$ cat config.mk
export PLATFORM = sky130hd
export DESIGN_NAME = quote_aware_word_splitter_top
export DESIGN_NICKNAME = d
export VERILOG_FILES = /design/src/qaws_pkg.sv /design/src/qaws_front.sv /design/src/qaws_fifo.sv /design/src/qaws_back.sv /design/src/quote_aware_word_splitter_top.sv
export SDC_FILE = /design/constraint.sdc
export NUM_CORES = 1
export LEC_CHECK = 0
export ABC_AREA = 0
export BUFFER_PORTS_ARGS = -buffer_cell sky130_fd_sc_hd__buf_2
export CELL_PAD_IN_SITES_DETAIL_PLACEMENT = 0
export CELL_PAD_IN_SITES_GLOBAL_PLACEMENT = 2
export CORE_MARGIN = 4
export CORE_UTILIZATION = 44
export CTS_CLUSTER_DIAMETER = 120
export DETAILED_ROUTE_END_ITERATION = 10
export PLACE_DENSITY_LB_ADDON = 0.1
export SYNTH_ARGS = -nofsm -noshare
export SYNTH_HDL_FRONTEND = slang
export SYNTH_SLANG_ARGS = --single-unit
$ cat constraint.sdc
create_clock -name i_clk -period 9.2 [get_ports i_clk]
set_input_delay 0.92 -clock i_clk [delete_from_list [all_inputs] [get_ports i_clk]]
set_output_delay 0.92 -clock i_clk [all_outputs]
set_load 0.02 [all_outputs]
$ cat src/qaws_pkg.sv
package qaws_pkg;

    localparam int LINE_MAX_DEF = 4096;
    localparam int QUEUE_DEPTH  = 4;

    localparam int UNIT_W    = 16;
    localparam int START_W   = 12;
    localparam int LEN_W     = 13;
    localparam int OUT_DATA_W = 32;

    localparam logic [UNIT_W-1:0] U_SPACE = 16'h0020;
    localparam logic [UNIT_W-1:0] U_TAB   = 16'h0009;
    localparam logic [UNIT_W-1:0] U_CR    = 16'h000D;
    localparam logic [UNIT_W-1:0] U_LF    = 16'h000A;
    localparam logic [UNIT_W-1:0] U_FF    = 16'h000C;
    localparam logic [UNIT_W-1:0] U_NUL   = 16'h0000;
    localparam logic [UNIT_W-1:0] U_SQ    = 16'h0027;
    localparam logic [UNIT_W-1:0] U_DQ    = 16'h0022;
    localparam logic [UNIT_W-1:0] U_BSL   = 16'h005C;

    // one scan request from the window front end to the scanner
    typedef struct packed {
        logic final_op;   // line end: flush open token or give end marker
        logic sp;         // head is whitespace
        logic sq;         // head is a single quote
        logic dq;         // head is a double quote
        logic bsl;        // head is a backslash
        logic triple;     // head opens a triple double quote
        logic la_sq;      // next unit is a single quote
        logic la_dq;      // next unit is a double quote
    } t_op;

    function automatic logic f_is_space(input logic [UNIT_W-1:0] u);
        return (u == U_SPACE) || (u == U_TAB) || (u == U_CR) || (u == U_LF) ||
               (u == U_FF) || (u == U_NUL);
    endfunction

    function automatic t_op f_classify(input logic [UNIT_W-1:0] head,
                                       input logic [UNIT_W-1:0] la0,
                                       input logic [UNIT_W-1:0] la1,
                                       input logic [UNIT_W-1:0] la2,
                                       input logic [1:0]        nla);
        t_op op;
        op.final_op = 1'b0;
        op.sp       = f_is_space(head);
        op.sq       = (head == U_SQ);
        op.dq       = (head == U_DQ);
        op.bsl      = (head == U_BSL);
        op.la_sq    = (nla != 2'd0) && (la0 == U_SQ);
        op.la_dq    = (nla != 2'd0) && (la0 == U_DQ);
        op.triple   = (nla[1] == 1'b1) && (la0 == U_DQ) && (la1 == U_DQ) &&
                      !((nla == 2'd3) && (la2 == U_DQ));
        return op;
    endfunction

endpackage

$ cat src/qaws_front.sv
module qaws_front #(
    parameter int LINE_MAX = qaws_pkg::LINE_MAX_DEF,
    parameter int POS_W    = 13
) (
    input  logic                        i_clk,
    input  logic                        i_rst_n,
    input  logic                        i_valid,
    output logic                        o_ready,
    input  logic [qaws_pkg::UNIT_W-1:0] i_unit,
    input  logic                        i_has,
    input  logic                        i_fin,
    output logic                        o_push,
    output qaws_pkg::t_op               o_op,
    output logic [POS_W-1:0]            o_pos,
    input  logic                        i_full
);
    import qaws_pkg::*;

    logic [UNIT_W-1:0] r_win [3];
    logic [UNIT_W-1:0] n_win [3];
    logic [1:0]        r_fill, n_fill;
    logic [POS_W-1:0]  r_pos, n_pos;
    logic              r_drain, n_drain;
    logic              acc;
    logic [POS_W:0]    pos_sum;
    logic [POS_W-1:0]  pos_inc;

    assign o_ready = !r_drain && !i_full;
    assign acc     = i_valid && o_ready;
    assign pos_sum = {1'b0, r_pos} + (POS_W+1)'(1);
    assign pos_inc = (pos_sum > (POS_W+1)'(LINE_MAX)) ? POS_W'(LINE_MAX) : pos_sum[POS_W-1:0];

    always_comb begin
        n_win   = r_win;
        n_fill  = r_fill;
        n_pos   = r_pos;
        n_drain = r_drain;
        o_push  = 1'b0;
        o_op    = '0;
        o_pos   = r_pos;
        if (r_drain) begin
            if (!i_full) begin
                o_push = 1'b1;
                if (r_fill != 2'd0) begin
                    o_op     = f_classify(r_win[0], r_win[1], r_win[2], '0, r_fill - 2'd1);
                    n_win[0] = r_win[1];
                    n_win[1] = r_win[2];
                    n_fill   = r_fill - 2'd1;
                end else begin
                    o_op.final_op = 1'b1;
                    n_pos         = '0;
                    n_drain       = 1'b0;
                end
            end
        end else if (acc) begin
            if (i_has) begin
                n_pos = pos_inc;
                o_pos = pos_inc;
                case (r_fill)
                    2'd0: begin
                        n_win[0] = i_unit;
                        n_fill   = 2'd1;
                    end
                    2'd1: begin
                        n_win[1] = i_unit;
                        n_fill   = 2'd2;
                    end
                    2'd2: begin
                        n_win[2] = i_unit;
                        n_fill   = 2'd3;
                    end
                    default: begin
                        o_push   = 1'b1;
                        o_op     = f_classify(r_win[0], r_win[1], r_win[2], i_unit, 2'd3);
                        n_win[0] = r_win[1];
                        n_win[1] = r_win[2];
                        n_win[2] = i_unit;
                    end
                endcase
            end
            if (i_fin) begin
                n_drain = 1'b1;
            end
        end
    end

    always_ff @(posedge i_clk) begin
        if (!i_rst_n) begin
            r_fill  <= '0;
            r_pos   <= '0;
            r_drain <= 1'b0;
        end else begin
            r_fill  <= n_fill;
            r_pos   <= n_pos;
            r_drain <= n_drain;
        end
    end

    always_ff @(posedge i_clk) begin
        r_win <= n_win;
    end

endmodule

$ cat src/qaws_fifo.sv
module qaws_fifo #(
    parameter int W     = 8,
    parameter int DEPTH = qaws_pkg::QUEUE_DEPTH
) (
    input  logic         i_clk,
    input  logic         i_rst_n,
    input  logic         i_push,
    input  logic [W-1:0] i_data,
    output logic         o_full,
    input  logic         i_pop,
    output logic         o_valid,
    output logic [W-1:0] o_data
);
    localparam int AW = (DEPTH > 1) ? $clog2(DEPTH) : 1;
    localparam int CW = $clog2(DEPTH + 1);

    logic [W-1:0]  r_mem [DEPTH];
    logic [AW-1:0] r_wp, r_rp;
    logic [CW-1:0] r_cnt;
    logic          do_push, do_pop;

    assign o_full  = (r_cnt == CW'(DEPTH));
    assign o_valid = (r_cnt != '0);
    assign o_data  = r_mem[r_rp];
    assign do_push = i_push && !o_full;
    assign do_pop  = i_pop && o_valid;

    always_ff @(posedge i_clk) begin
        if (!i_rst_n) begin
            r_wp  <= '0;
            r_rp  <= '0;
            r_cnt <= '0;
        end else begin
            if (do_push) begin
                r_wp <= (r_wp == AW'(DEPTH - 1)) ? '0 : r_wp + AW'(1);
            end
            if (do_pop) begin
                r_rp <= (r_rp == AW'(DEPTH - 1)) ? '0 : r_rp + AW'(1);
            end
            if (do_push && !do_pop) begin
                r_cnt <= r_cnt + CW'(1);
            end else if (do_pop && !do_push) begin
                r_cnt <= r_cnt - CW'(1);
            end
        end
    end

    always_ff @(posedge i_clk) begin
        if (do_push) begin
            r_mem[r_wp] <= i_data;
        end
    end

endmodule

$ cat src/qaws_back.sv
module qaws_back #(
    parameter int LINE_MAX = qaws_pkg::LINE_MAX_DEF,
    parameter int POS_W    = 13
) (
    input  logic                         i_clk,
    input  logic                         i_rst_n,
    input  logic                         i_valid,
    output logic                         o_pop,
    input  qaws_pkg::t_op                i_op,
    input  logic [POS_W-1:0]             i_pos,
    output logic                         o_valid,
    input  logic                         i_ready,
    output logic [qaws_pkg::START_W-1:0] o_start,
    output logic [qaws_pkg::LEN_W-1:0]   o_len,
    output logic                         o_present,
    output logic                         o_last
);
    import qaws_pkg::*;

    localparam logic [1:0] MODE_BETWEEN = 2'd0;
    localparam logic [1:0] MODE_WORD    = 2'd1;
    localparam logic [1:0] MODE_SQUOTE  = 2'd2;
    localparam logic [1:0] MODE_DQUOTE  = 2'd3;
    localparam int         SW           = POS_W + 2;

    function automatic logic [POS_W-1:0] f_sat(input logic [SW-1:0] v);
        return (v > SW'(LINE_MAX)) ? POS_W'(LINE_MAX) : v[POS_W-1:0];
    endfunction

    logic [1:0]       r_mode, n_mode;
    logic [POS_W-1:0] r_start, n_start;
    logic [POS_W-1:0] r_len, n_len;
    logic             r_skip, n_skip;
    logic             r_esc, n_esc;
    logic [1:0]       r_absorb, n_absorb;

    logic             r_ov;
    logic [START_W-1:0] r_ostart;
    logic [LEN_W-1:0]   r_olen;
    logic             r_opres, r_olast;

    logic             go;
    logic             do_top, top_fresh;
    logic [POS_W-1:0] len_inc, start_inc, end_start, top_inc;
    logic             emit_ok;
    logic             res_v, res_pres, res_last;
    logic [POS_W-1:0] res_start, res_len;

    assign go      = i_valid && (!r_ov || i_ready);
    assign o_pop   = go;
    assign emit_ok = (r_start < i_pos);
    assign len_inc   = f_sat(SW'(r_len) + SW'(1));
    assign start_inc = f_sat(SW'(r_start) + SW'(1));
    assign end_start = f_sat(SW'(r_start) + SW'(r_len) + SW'(r_skip) + SW'(1));
    assign top_fresh = (r_mode == MODE_BETWEEN);
    assign top_inc   = top_fresh ? POS_W'(1) : len_inc;

    always_comb begin
        n_mode    = r_mode;
        n_start   = r_start;
        n_len     = r_len;
        n_skip    = r_skip;
        n_esc     = r_esc;
        n_absorb  = r_absorb;
        do_top    = 1'b0;
        res_v     = 1'b0;
        res_start = r_start;
        res_len   = r_len;
        res_pres  = 1'b1;
        res_last  = 1'b0;
        if (i_op.final_op) begin
            res_v    = 1'b1;
            res_last = 1'b1;
            if (!((r_mode != MODE_BETWEEN) && emit_ok)) begin
                res_start = '0;
                res_len   = '0;
                res_pres  = 1'b0;
            end
            n_mode   = MODE_BETWEEN;
            n_start  = '0;
            n_len    = '0;
            n_skip   = 1'b0;
            n_esc    = 1'b0;
            n_absorb = '0;
        end else if (r_absorb != 2'd0) begin
            n_absorb = r_absorb - 2'd1;
            n_len    = len_inc;
        end else begin
            case (r_mode)
                MODE_BETWEEN: begin
                    if (i_op.sp) begin
                        n_start = start_inc;
                    end else begin
                        n_mode    = MODE_WORD;
                        do_top    = 1'b1;
                    end
                end
                MODE_WORD: begin
                    if (r_esc) begin
                        n_esc = 1'b0;
                        if (i_op.sp) begin
                            res_v   = emit_ok;
                            n_start = end_start;
                            n_len   = '0;
                            n_mode  = MODE_BETWEEN;
                        end else begin
                            n_len = len_inc;
                        end
                    end else begin
                        do_top = 1'b1;
                    end
                end
                default: begin
                    n_len = len_inc;
                    if ((r_mode == MODE_SQUOTE) ? i_op.sq : i_op.dq) begin
                        n_mode = MODE_WORD;
                    end else if (i_op.bsl &&
                                 ((r_mode == MODE_SQUOTE) ? i_op.la_sq : i_op.la_dq)) begin
                        n_absorb = 2'd1;
                    end
                end
            endcase
            if (do_top) begin
                if (i_op.sq) begin
                    n_skip = 1'b0;
                    n_len  = POS_W'(1);
                    n_mode = MODE_SQUOTE;
                end else if (i_op.dq) begin
                    if (i_op.triple) begin
                        n_len    = POS_W'(3);
                        n_skip   = 1'b1;
                        n_absorb = 2'd2;
                        n_mode   = MODE_WORD;
                    end else begin
                        n_skip = 1'b0;
                        n_len  = POS_W'(1);
                        n_mode = MODE_DQUOTE;
                    end
                end else if (i_op.bsl && (i_op.la_sq || i_op.la_dq)) begin
                    n_len    = top_inc;
                    n_absorb = 2'd1;
                    n_esc    = 1'b1;
                end else if (i_op.sp) begin
                    // only reachable from inside a word
                    res_v   = emit_ok;
                    n_start = end_start;
                    n_len   = '0;
                    n_mode  = MODE_BETWEEN;
                    n_esc   = 1'b0;
                end else begin
                    n_len = top_inc;
                end
            end
        end
    end

    always_ff @(posedge i_clk) begin
        if (!i_rst_n) begin
            r_mode   <= MODE_BETWEEN;
            r_start  <= '0;
            r_len    <= '0;
            r_skip   <= 1'b0;
            r_esc    <= 1'b0;
            r_absorb <= '0;
            r_ov     <= 1'b0;
        end else begin
            if (go) begin
                r_mode   <= n_mode;
                r_start  <= n_start;
                r_len    <= n_len;
                r_skip   <= n_skip;
                r_esc    <= n_esc;
                r_absorb <= n_absorb;
            end
            if (!r_ov || i_ready) begin
                r_ov <= go && res_v;
            end
        end
    end

    always_ff @(posedge i_clk) begin
        if (go && res_v) begin
            r_ostart <= START_W'(res_start);
            r_olen   <= LEN_W'(res_len);
            r_opres  <= res_pres;
            r_olast  <= res_last;
        end
    end

    assign o_valid   = r_ov;
    assign o_start   = r_ostart;
    assign o_len     = r_olen;
    assign o_present = r_opres;
    assign o_last    = r_olast;

endmodule

$ cat src/quote_aware_word_splitter_top.sv
// Quote-aware word splitter: takes a line one UTF-16 code unit per request and
// returns one record (start, length) per whitespace-separated token, quoted
// spans kept whole. A unit is taken every cycle while the line runs and the queue
// has room; each unit is held in a three-unit lookahead window before the scanner
// judges it. After the item that carries tlast, the window front end sends each
// unit still in the window and then the line-end flush, and it takes no new
// unit until the flush has gone. A four-entry queue separates the window front
// end from the scanner, and a result register separates the scanner from the
// output, so either side may stall on its own. Every line ends with exactly one
// result that has tlast set; it carries the last token, or tuser 0 and zero
// data when the line end closes no token.
module quote_aware_word_splitter_top #(
    parameter int LINE_MAX = qaws_pkg::LINE_MAX_DEF
) (
    input  logic                            i_clk,
    input  logic                            i_rst_n,
    input  logic                            i_s_axis_tvalid,
    output logic                            o_s_axis_tready,
    input  logic [qaws_pkg::UNIT_W-1:0]     i_s_axis_tdata,   // [15:0] code_unit
    input  logic                            i_s_axis_tuser,   // [0] has_unit
    input  logic                            i_s_axis_tlast,   // line_end
    output logic                            o_m_axis_tvalid,
    input  logic                            i_m_axis_tready,
    output logic [qaws_pkg::OUT_DATA_W-1:0] o_m_axis_tdata,   // [11:0] token_start,
                                                              // [24:12] token_length
    output logic                            o_m_axis_tuser,   // [0] token_present
    output logic                            o_m_axis_tlast    // last_of_line
);
    import qaws_pkg::*;

    localparam int POS_W = $clog2(LINE_MAX + 1);
    localparam int OPW   = $bits(t_op);
    localparam int QW    = OPW + POS_W;

    logic             push, full, q_valid, pop;
    t_op              f_op;
    logic [POS_W-1:0] f_pos;
    logic [QW-1:0]    q_data;
    logic [START_W-1:0] b_start;
    logic [LEN_W-1:0]   b_len;

    qaws_front #(
        .LINE_MAX (LINE_MAX),
        .POS_W    (POS_W)
    ) u_front (
        .i_clk   (i_clk),
        .i_rst_n (i_rst_n),
        .i_valid (i_s_axis_tvalid),
        .o_ready (o_s_axis_tready),
        .i_unit  (i_s_axis_tdata),
        .i_has   (i_s_axis_tuser),
        .i_fin   (i_s_axis_tlast),
        .o_push  (push),
        .o_op    (f_op),
        .o_pos   (f_pos),
        .i_full  (full)
    );

    qaws_fifo #(
        .W     (QW),
        .DEPTH (QUEUE_DEPTH)
    ) u_fifo (
        .i_clk   (i_clk),
        .i_rst_n (i_rst_n),
        .i_push  (push),
        .i_data  ({f_pos, f_op}),
        .o_full  (full),
        .i_pop   (pop),
        .o_valid (q_valid),
        .o_data  (q_data)
    );

    qaws_back #(
        .LINE_MAX (LINE_MAX),
        .POS_W    (POS_W)
    ) u_back (
        .i_clk     (i_clk),
        .i_rst_n   (i_rst_n),
        .i_valid   (q_valid),
        .o_pop     (pop),
        .i_op      (t_op'(q_data[OPW-1:0])),
        .i_pos     (q_data[QW-1:OPW]),
        .o_valid   (o_m_axis_tvalid),
        .i_ready   (i_m_axis_tready),
        .o_start   (b_start),
        .o_len     (b_len),
        .o_present (o_m_axis_tuser),
        .o_last    (o_m_axis_tlast)
    );

    assign o_m_axis_tdata = {(OUT_DATA_W - START_W - LEN_W)'(0), b_len, b_start};

endmodule

# [Yosys cells after proc, flatten, opt, wreduce, memory -nomap -nowiden]
# Memories as Yosys holds them, arrays and structs flattened. A register that Yosys moved wholly into a read port is not among the register bits.
# Cells that the tools add are included.
[op_classes] eq_ne=27 magnitude_cmp=5 n_addsub=12 n_mux=132 reduce_logical=57 n_bitwise=2
[op_table] op="$mux 13" count=32
[op_table] op="$eq 16x6->1 const B" count=7
[op_table] op="$mux 32" count=3
[op_table] op="$mux 48" count=2
[op_table] op="$eq 16x4->1 const B" count=4
[op_table] op="$mux 2" count=32
[op_table] op="$pmux 16 s2" count=2
[op_table] op="$pmux 13 s2" count=2
[op_table] op="$gt 15x13->1 const B" count=3
[op_table] op="$mux 1" count=45
[op_table] op="$add 13x1->14 const B" count=3
[op_table] op="$mux 8" count=4
[op_table] op="$mux 12" count=2
[op_table] op="$logic_and 1x1->1" count=17
[op_table] op="$eq 16x7->1 const B" count=1
[op_table] op="$logic_not 16->1" count=1
[op_table] op="$mux 16" count=1
[op_table] op="$reduce_bool 2->1" count=8
[op_table] op="$add 15x1->15" count=1
[op_table] op="$add 15x1->15 const B" count=1
[op_table] op="$reduce_and 5->1" count=3
[op_table] op="$add 13x13->14" count=1
[op_table] op="$gt 14x13->1 const B" count=1
[op_table] op="$mux 7" count=2
[op_table] op="27 further kinds" count=57
[word_totals] inputBits=22 reg_bits=131 word_cells=256 mem_count=1 ram_bits=84 output_inout_bits=36
[mem_list] name="u_fifo.r_mem" depth=4 word_bits=21 read_ports=1 rd_ports_with_merged_regs=1 wr=1 line_no="qaws_fifo.sv:17" source="logic [W-1:0] r_mem [DEPTH];"

# [Logic depth before layout (Yosys ltp)]
# Gate-level depths: netlist of run 1.
[depth] depth_word=15 mapped_depth=13

# [Hierarchy]
# A second synthesis of run 1 with hierarchy kept.
[unflattened] hier_cells=1157 area_unflattened_um2=12174.2
[modules_own_cells] module="qaws_back" area_each_um2=4967.3 cells_per_inst=595 instances=1
[modules_own_cells] module="qaws_front" area_each_um2=3617.2 cells_per_inst=394 instances=1
[modules_own_cells] module="qaws_fifo" area_each_um2=3533.4 cells_per_inst=160 instances=1
[modules_own_cells] module="quote_aware_word_splitter_top" area_each_um2=56.3 cells_per_inst=8 instances=1

# [Least setup slack after synthesis of run 1]
# Ideal clock, no wire load.
[synth_timing] path_kind="register -> register" startpoint="register (tool-made name)" endpoint="register u_back.r_olast (netlist: u_back.o_last) (enable)" period_less_slack_ps=4353 stages_incl_launch_ff=13 arrival_ps=3942 slack_ps=4847 t_required_ps=8789 setup_time_ps=411 path_cell_list="dfxtp_1 -> buf_4 -> buf_1 -> mux4_2 -> inv_1 -> ha_1 -> a21o_1 -> a21o_1 -> a21oi_1 -> o21ai_0 -> a21oi_1 -> a21oi_1 -> nor2_1"
[synth_rtl] item="end signal, assigned" line_no="qaws_back.sv:186" source="r_olast <= res_last;"
[synth_rtl] item="end, declared" line_no="qaws_back.sv:40" source="logic r_opres, r_olast;"

# [Final worst setup path of run 1]
[layout_timing] startpoint="register u_back.r_start[0]" endpoint="register u_back.r_start[2]"
[layout_between] elab_chain_len=15 elab_cells_between_ends=19 classes_between="add/sub: 4; order compare: 2; mux: 13"
[layout_lines] item="start, declared" line_no="qaws_back.sv:31" source="logic [POS_W-1:0] r_start, n_start;"
[layout_lines] item="start signal, assigned" line_no="qaws_back.sv:169" source="r_start <= n_start;"
[layout_lines] item="$add 13x13->14" line_no="qaws_back.sv:54" source="assign end_start = f_sat(SW'(r_start) + SW'(r_len) + SW'(r_skip) + SW'(1));"
[layout_lines] item="$add 15x1->15 (2 in a row)" line_no="qaws_back.sv:54"
[layout_lines] item="$gt 15x13->1" line_no="qaws_back.sv:27" source="return (v > SW'(LINE_MAX)) ? POS_W'(LINE_MAX) : v[POS_W-1:0];"
[layout_lines] item="$mux 13" line_no="qaws_back.sv:27"
[layout_lines] item="$mux 13" line_no="qaws_back.sv:101" source="if (i_op.sp) begin"
[layout_lines] item="$mux 13" line_no="qaws_back.sv:99" source="if (r_esc) begin"
[layout_lines] item="$pmux 13 s2" line_no="qaws_back.sv:89" source="case (r_mode)"
[layout_lines] item="$mux 13" line_no="qaws_back.sv:143" source="end else if (i_op.sp) begin"
[layout_lines] item="$mux 13" line_no="qaws_back.sv:139" source="end else if (i_op.bsl && (i_op.la_sq || i_op.la_dq)) begin"
[layout_lines] item="$mux 13" line_no="qaws_back.sv:128" source="end else if (i_op.dq) begin"
[layout_lines] item="$mux 13" line_no="qaws_back.sv:124" source="if (i_op.sq) begin"
[layout_lines] item="$mux 13 (*)" line_no="qaws_back.sv:123" source="if (do_top) begin"
[layout_lines] item="$mux 13 (*)" line_no="qaws_back.sv:85" source="end else if (r_absorb != 2'd0) begin"
[layout_lines] item="$mux 13 (*)" line_no="qaws_back.sv:71" source="if (i_op.final_op) begin"
# Mark *: on every way between the ends. The rest lies on a longest branch, timed or not. The select of a mux whose other input is x is not followed.
# A chain may end at the register's enable or synchronous reset.

==> key figures, run 1 <==
Worst hold path
  • Hold WC Path Type: reg -> reg

Synth
  • Netlist cell types: 80
  • Seq/Total Area, Yosys: 49.78%
  • Ys Warns: 0
  • Synthesized flop and latch total: 217
  • Cell Area, Synth: 11920 µm²
  • Ys async rst share: 0%
  • Ys flop type: edfxtp_1
  • Mapped Avg Cell Area: 10.08 µm²
  • Synthesized instance count: 1183
  • EDFF count, synth: 159

Placed design
  • Dpl hpwl: 21140 µm
  • Port Buffers: 50
  • Routability cong.: 0.8500
  • Pre-CTS WS: 5.119 ns

GRT
  • Pin count of the biggest net entering global routing: 33
  • Number of global-route vias before repair: 8750
  • Initial antenna violation count: 0
  • Global router's overall resource usage: 19.77%
  • GRT Residual Overflow: 0
  • Global-route wire length before repair: 48360 µm

Clocking
  • Hold_buf cts: 0
  • TritonCTS Buffers: 24
  • Clock Pin Slew Worst Setup and Hold Paths: 0.06 ns
  • Post-cts sizing count: 0
  • Post-CTS Setup Bufs: 0
  • H-Tree Depth: 1
  • Max Root-Sink Buffers: 3
  • Clk Tree Root Cell: clkbuf_16
  • Clock sink total: 217
  • CTS tree: yes
  • Skew-Pair Late Insertion Delay: 0.52 ns

Cells and area
  • Share of cells above drive strength 1: 11.69%
  • Fin util: 50.23%
  • ANT cells: 0
  • Synthesis-to-finish area growth: 11.03%
  • Final nets: 1282
  • Multi-input gate area: 5574 µm²
  • # fillers: 2419
  • Sequential Area: 5936 µm²

Route
  • First-pass DRT Iterations: 5
  • Routed Antenna Nets: 0
  • DR vias/cell: 5.712
  • Vias: 8950
  • DR WL/cell: 19.05 µm
  • 1st-iter DRT viols: 635
  • # DRC: 0
  • Total wire length: 29860 µm

Floorplan
  • Die height: 172.6 µm
  • Initial Utilization: 45.24%
  • Core area: 26350 µm²
  • Die area: 29790 µm²
  • # IOs: 58
  • Num rows: 59
  • Die width: 172.6 µm

STA
  • Hold Vio Cnt, Final: 0
  • Fmax: 242.0 MHz
  • Total Neg Setup Slack: 0 ns
  • Max-slew headroom: 28.51%
  • Clock skew: 0.01461 ns
  • Setup WS post-layout: 5.068 ns
  • Final setup viols: 0
  • Min Tclk post-route: 4.132 ns
  • Slew at the pin with the worst max-slew slack: 1.072 ns
  • Crit share post-route: 44.91%
  • RSZ-0062 raised after global routing: no
  • Fin. max-slew vios: 0
  • Hold_ws: 0.4867 ns

Flow run
  • Max_cap viols: 0

Critical path
  • Arrival @ worst endpoint: 4.51 ns
  • Worst-path fanout max: 9
  • Crit path launch type: register
  • Worst setup EP type: register
  • Worst Setup Path Type: reg -> reg
  • Req. time, crit path: 9.58 ns

Pwr
  • Leakage: 4.787 nW
  • Pwr dens: 252.6 nW/µm²
  • Peak VDD IR: 115.8 µV

Status
  • Status: completed
==> where the power goes <==
part	internal, mW	switching (mW)
clock network	0.563	0.370
logic	0.381	0.737
registers	1.21	0.0871
==> synth_stat cells (6+ instances only) <==
library cell / n / area share (%)
xnor2_1: 13 / 0.95
xor2_1: 8 / 0.59
nor2_1: 88 / 2.8
o2111ai_1: 6 / 0.44
a22oi_1: 9 / 0.57
nor4_1: 18 / 0.94
nand2b_1: 10 / 0.52
ha_1: 41 / 4.3
nand4_1: 12 / 0.63
nand2_1: 151 / 4.8
o21a_1: 8 / 0.50
nor3_1: 35 / 1.5
mux4_2: 21 / 4.0
inv_1: 42 / 1.3
clkbuf_1: 48 / 1.5
a21oi_1: 105 / 4.4
and2_1: 42 / 2.2
o21ai_1: 13 / 0.55
a31oi_1: 14 / 0.73
nand3_1: 31 / 1.3
nor2b_1: 10 / 0.52
buf_4: 8 / 0.50
a21o_1: 12 / 0.76
dfxtp_1: 58 / 9.7
o21ai_0: 67 / 2.8
and3_1: 11 / 0.58
mux2i_1: 9 / 0.76
a311oi_1: 8 / 0.59
o31ai_1: 11 / 0.69
edfxtp_1: 159 / 40
==> cells in the final DEF, fill, tap and decap left out, types with 9 or more instances in the layout <==
cell	count
edfxtp_1	159
nor3_1	34
nor2_1	86
mux2i_1	9
nand3_1	31
o21ai_1	13
o21ai_0	67
inv_1	42
mux4_2	21
nor2b_1	10
xnor2_1	13
buf_4	17
clkbuf_16	25
nand4_1	12
a22oi_1	9
nand2_1	151
ha_1	41
o31ai_1	11
nand2b_1	10
nor4_1	18
and3_1	11
and2_1	42
dfxtp_1	58
buf_2	50
a21oi_1	105
a31oi_1	14
a21o_1	12
==> cells by family after synthesis <==
group                      Yosys count  synth area share, %
AOI/OAI and AO/OA                  308                16.50
buffers and inverters              109                3.736
other                                1              0.03145
DFF                                217                49.78
adders and majority gates           43                4.638
muxes                               31                4.817
and+or+nand+nor                    451                18.68
xor gates and xnor gates            23                1.816
==> worst max-delay path, stage by stage (launching register included) <==
cell      delay, ns
dfxtp_1        0.53
ha_1           0.28
inv_1          0.08
fa_1           0.45
and2b_1        0.30
o22ai_1        0.14
xnor2_2        0.29
nand4b_2       0.25
or4_1          0.61
o311ai_2       0.30
o41ai_2        0.18
o21ai_1        0.43
o21ai_0        0.16
==> sequential cells by signal (all words and copies together) (netlist names), named ones only <==
name	count
u_front.r_fill	2
u_back.o_len	13
u_front.r_drain	1
u_back.r_mode	2
u_front.r_pos	13
u_fifo.r_mem	84
u_back.r_start	13
u_fifo.r_wp	2
u_fifo.r_rp	2
u_back.r_skip	1
u_back.o_present	1
u_back.o_start	12
u_front.r_win	48
u_back.r_len	13
u_back.o_valid	1
u_back.r_absorb	2
u_back.o_last	1
u_fifo.r_cnt	3
u_back.r_esc	1
==> final timing paths <==
kind	from	cells past startpoint	endpoint	slack, ns
worst max-delay path	u_back.r_start[0]	12	u_back.r_start[2]	5.07
worst min-delay path	u_back.r_skip	2	u_back.r_skip	0.49
worst max register to register	u_back.r_start[0]	12	u_back.r_start[2]	5.07
worst min register to register	u_back.r_skip	2	u_back.r_skip	0.49
==> final cells by class <==
type / count / area share, %
clock buffers: 31 / 5.047
multi-input cells: 863 / 42.11
repair buffers: 67 / 2.854
inverters: 44 / 1.248
clock inverters: 10 / 0.7372
well taps: 335 / 3.166
flip-flops and latches: 217 / 44.84
==> routing by layer <==
metal | vias to the layer above | track usage (%) | part of all wire (%)
met2 | 196 | 32.48 | 46
li1 | 4462 | - | -
met5 | - | 0 | 0
met4 | 0 | 5.822 | 2.8
met1 | 4244 | 27.77 | 48
met3 | 48 | 2.467 | 3.9
==> through the flow <==
step / std cells / area, µm² / total power [mW]
2_1_floorplan: 1189 / 11950 / 2.095
3_3_place_gp: 1526 / 12470 / 2.444
3_5_place_dp: 1526 / 12470 / 2.436
4_1_cts: 1567 / 13240 / 3.379
5_1_grt: 1567 / 13240 / 3.553
6_report: 1567 / 13240 / 3.344
Power figures use the tool's default switching activity.
==> inputs of run 2 (changes only) <==
- CORE_UTILIZATION: 44 -> 41
- clock period: 9.2 -> 4 ns (I/O delays scaled with it)
==> run 2 against run 1 <==
Net effect: non-clock buffer count increased by 29; combinational power increased by 150%; power grew 140%; cell count grew 5.3%; clock power increased to 2.5 times the previous value; core utilization shrank 2.6 points; global-route usage decreased by 0.27 points; register-to-register slack lost 4.9 ns; sequential power up 130%; largest cell class unchanged; highest routed layer is now met5.
==> key figures, run 2 (synthesis gave the netlist of run 1 again) <==
Status
  • Status: completed

Cells and area
  • # fillers: 2739
  • Commonest cells after routing, fill and taps aside: 159 x edfxtp_1, 151 x nand2_1, 105 x a21oi_1, 86 x nor2_1, 67 x o21ai_0
  • Most common cell after layout, fill and taps aside: edfxtp_1
  • Top reg by flops: u_fifo.r_mem
  • Post-route cell area: 13670 µm²
  • Share of cells above drive strength 1: 14.53%
  • Largest regs: u_fifo.r_mem: 84 flops, u_front.r_win: 48 flops
  • Fin util: 47.61%
  • Largest register FFs: 84
  • Synthesis-to-finish area growth: 14.62%
  • ANT cells: 0
  • Final nets: 1312

Clocking
  • Skew-Pair Late Insertion Delay: 0.53 ns
  • Clock sink total: 217
  • CTS tree: yes
  • Max Root-Sink Buffers: 3
  • TritonCTS Buffers: 25
  • Clk Tree Root Cell: clkbuf_16
  • Post-CTS Setup Bufs: 0
  • Clock Pin Slew Worst Setup and Hold Paths: 0.06 ns
  • H-Tree Depth: 1

Route
  • DR WL/cell: 18.82 µm
  • Total wire length: 31050 µm
  • Vias: 9160
  • First-pass DRT Iterations: 5
  • DR vias/cell: 5.552
  • Routed Antenna Nets: 0
  • # DRC: 0
  • 1st-iter DRT viols: 591

GRT
  • GRT Residual Overflow: 0
  • Pin count of the biggest net entering global routing: 33
  • Number of global-route vias before repair: 8694
  • Global router's overall resource usage: 19.50%
  • Global-route wire length before repair: 48890 µm
  • Initial antenna violation count: 1

Pwr
  • Net Switching: 2.905 mW
  • Pwr dens: 591.3 nW/µm²
  • Leakage: 5.024 nW
  • Gate power share: 34.3%
  • Seq pwr share: 36.5%
  • Clk network pwr share: 29.1%
  • Total Power: 8.080 mW
  • Internal: 5.175 mW
  • Net Sw Frac: 35.95%
  • Peak VDD IR: 472.8 µV

Floorplan
  • Die width: 178.5 µm
  • Die height: 178.5 µm
  • Core area: 28700 µm²
  • Initial Utilization: 41.54%
  • Num rows: 62
  • Die area: 31870 µm²
  • # IOs: 58

Critical path
  • R2r startpoint: u_back.r_len[0]
  • Reg2reg end: u_back.r_start[12]
  • Worst-path fanout max: 6
  • Worst Setup Path Type: reg -> reg
  • CP peak stage delay: 0.61 ns
  • Worst-path cell chain: ha_1 -> inv_1 -> fa_1 -> and2b_1 -> o22ai_1 -> xnor2_2 -> nand4b_4 -> or4_1 -> o311ai_2 -> o41ai_4 -> a221o_1 -> a21oi_1
  • Crit path launch type: register
  • Worst setup EP type: register
  • Req. time, crit path: 4.46 ns
  • Cells on worst reg2reg path: 12
  • Slowest-stage cell, CP: or4_1
  • R2r setup slk: 0.20 ns
  • Crit. Startpoint: u_back.r_len[0]
  • Arrival @ worst endpoint: 4.27 ns

STA
  • Max-slew headroom: 31.43%
  • Crit share post-route: 95.04%
  • Clock skew: 0.02275 ns
  • Fin. max-slew vios: 0
  • Min Tclk post-route: 3.802 ns
  • Hold_ws: 0.09548 ns
  • Hold Vio Cnt, Final: 0
  • Setup WS post-layout: 0.1984 ns
  • Fmax: 263.0 MHz
  • Final setup viols: 0
  • Slew at the pin with the worst max-slew slack: 1.026 ns

Placed design
  • Post-DP Area: 12780 µm²
  • Dpl hpwl: 22440 µm
  • Pre-CTS WS: 0.2379 ns
  • Routability cong.: 0.8956
  • Port Buffers: 50

Worst hold path
  • Worst hold path depth: 1
  • Hold WC Path Type: in -> reg
  • Worst Hold Endpoint: u_front.r_win[1]
  • Min-delay src: i_s_axis_tdata[1]

Flow run
  • Max_cap viols: 0
-- run 2: cell count changes in the layout (fill, tap and decap cells not counted), sizes merged --
| cell | previous run | this run |
|---|---|---|
| buf | 67 | 96 |
| inv | 42 | 45 |
| bufinv | 2 | 3 |
| clkinvlp | 1 | 2 |
-- run 2: stage by stage --
step | instances | TNS (ns)
after floorplan | 1189 | 0
after global placement | 1604 | 0
after detailed placement | 1604 | 0
after CTS | 1650 | 0
after global routing | 1650 | -0.002190
final | 1650 | 0
-- run 2: per-layer routing --
metal	global-route usage (%)	vias to the layer above	wire length (µm)
met5	0	-	13
met4	5.948	2	926
met3	3.052	61	1443
met2	32.90	206	14820
met1	25.95	4358	13850
li1	-	4533	-
-- run 2: worst max path at each step --
stage                         endpoint  cells past startpoint
CTS                  u_back.r_start[6]                     12
finish              u_back.r_start[12]                     12
floorplan                u_back.o_last                     12
global placement     u_back.r_start[7]                     12
global route        u_back.r_start[12]                     12
detailed placement   u_back.r_start[6]                     12
-- run 2: worst max-delay path, delay by kind of cell (launching register included) --
kind	cells	cell delay, ns
buffers and inverters	1	0.08
DFF	1	0.33
and+or+nand+nor	3	1.11
xor gates and xnor gates	1	0.31
AOI/OAI and AO/OA	5	1.25
adders and majority gates	2	0.67
-- run 2: layout make-up --
class / count / area, µm² / area share, %
clock buffers: 31 / 688.2 / 5.036
clock inverters: 15 / 168.9 / 1.236
inverters: 44 / 165.2 / 1.209
multi-input cells: 863 / 5607 / 41.03
flip-flops and latches: 217 / 5936 / 43.44
well taps: 384 / 480.5 / 3.516
repair buffers: 96 / 620.6 / 4.541
-- run 2: power groups by stage --
stage	clock (mW)	combinational [mW]	sequential, mW
final	2.35	2.77	2.95
after global routing	2.52	3.07	2.98
after CTS	2.42	2.80	2.95
after detailed placement	0	2.79	3.00
after global placement	0	2.81	2.99
after floorplan	0	1.70	3.12
-- run 2: what timing repair did --
item,4_1_cts,5_1_grt
endpoints found under the setup margin,0,7
gates resized for setup,0,4
hold buffers,0,0
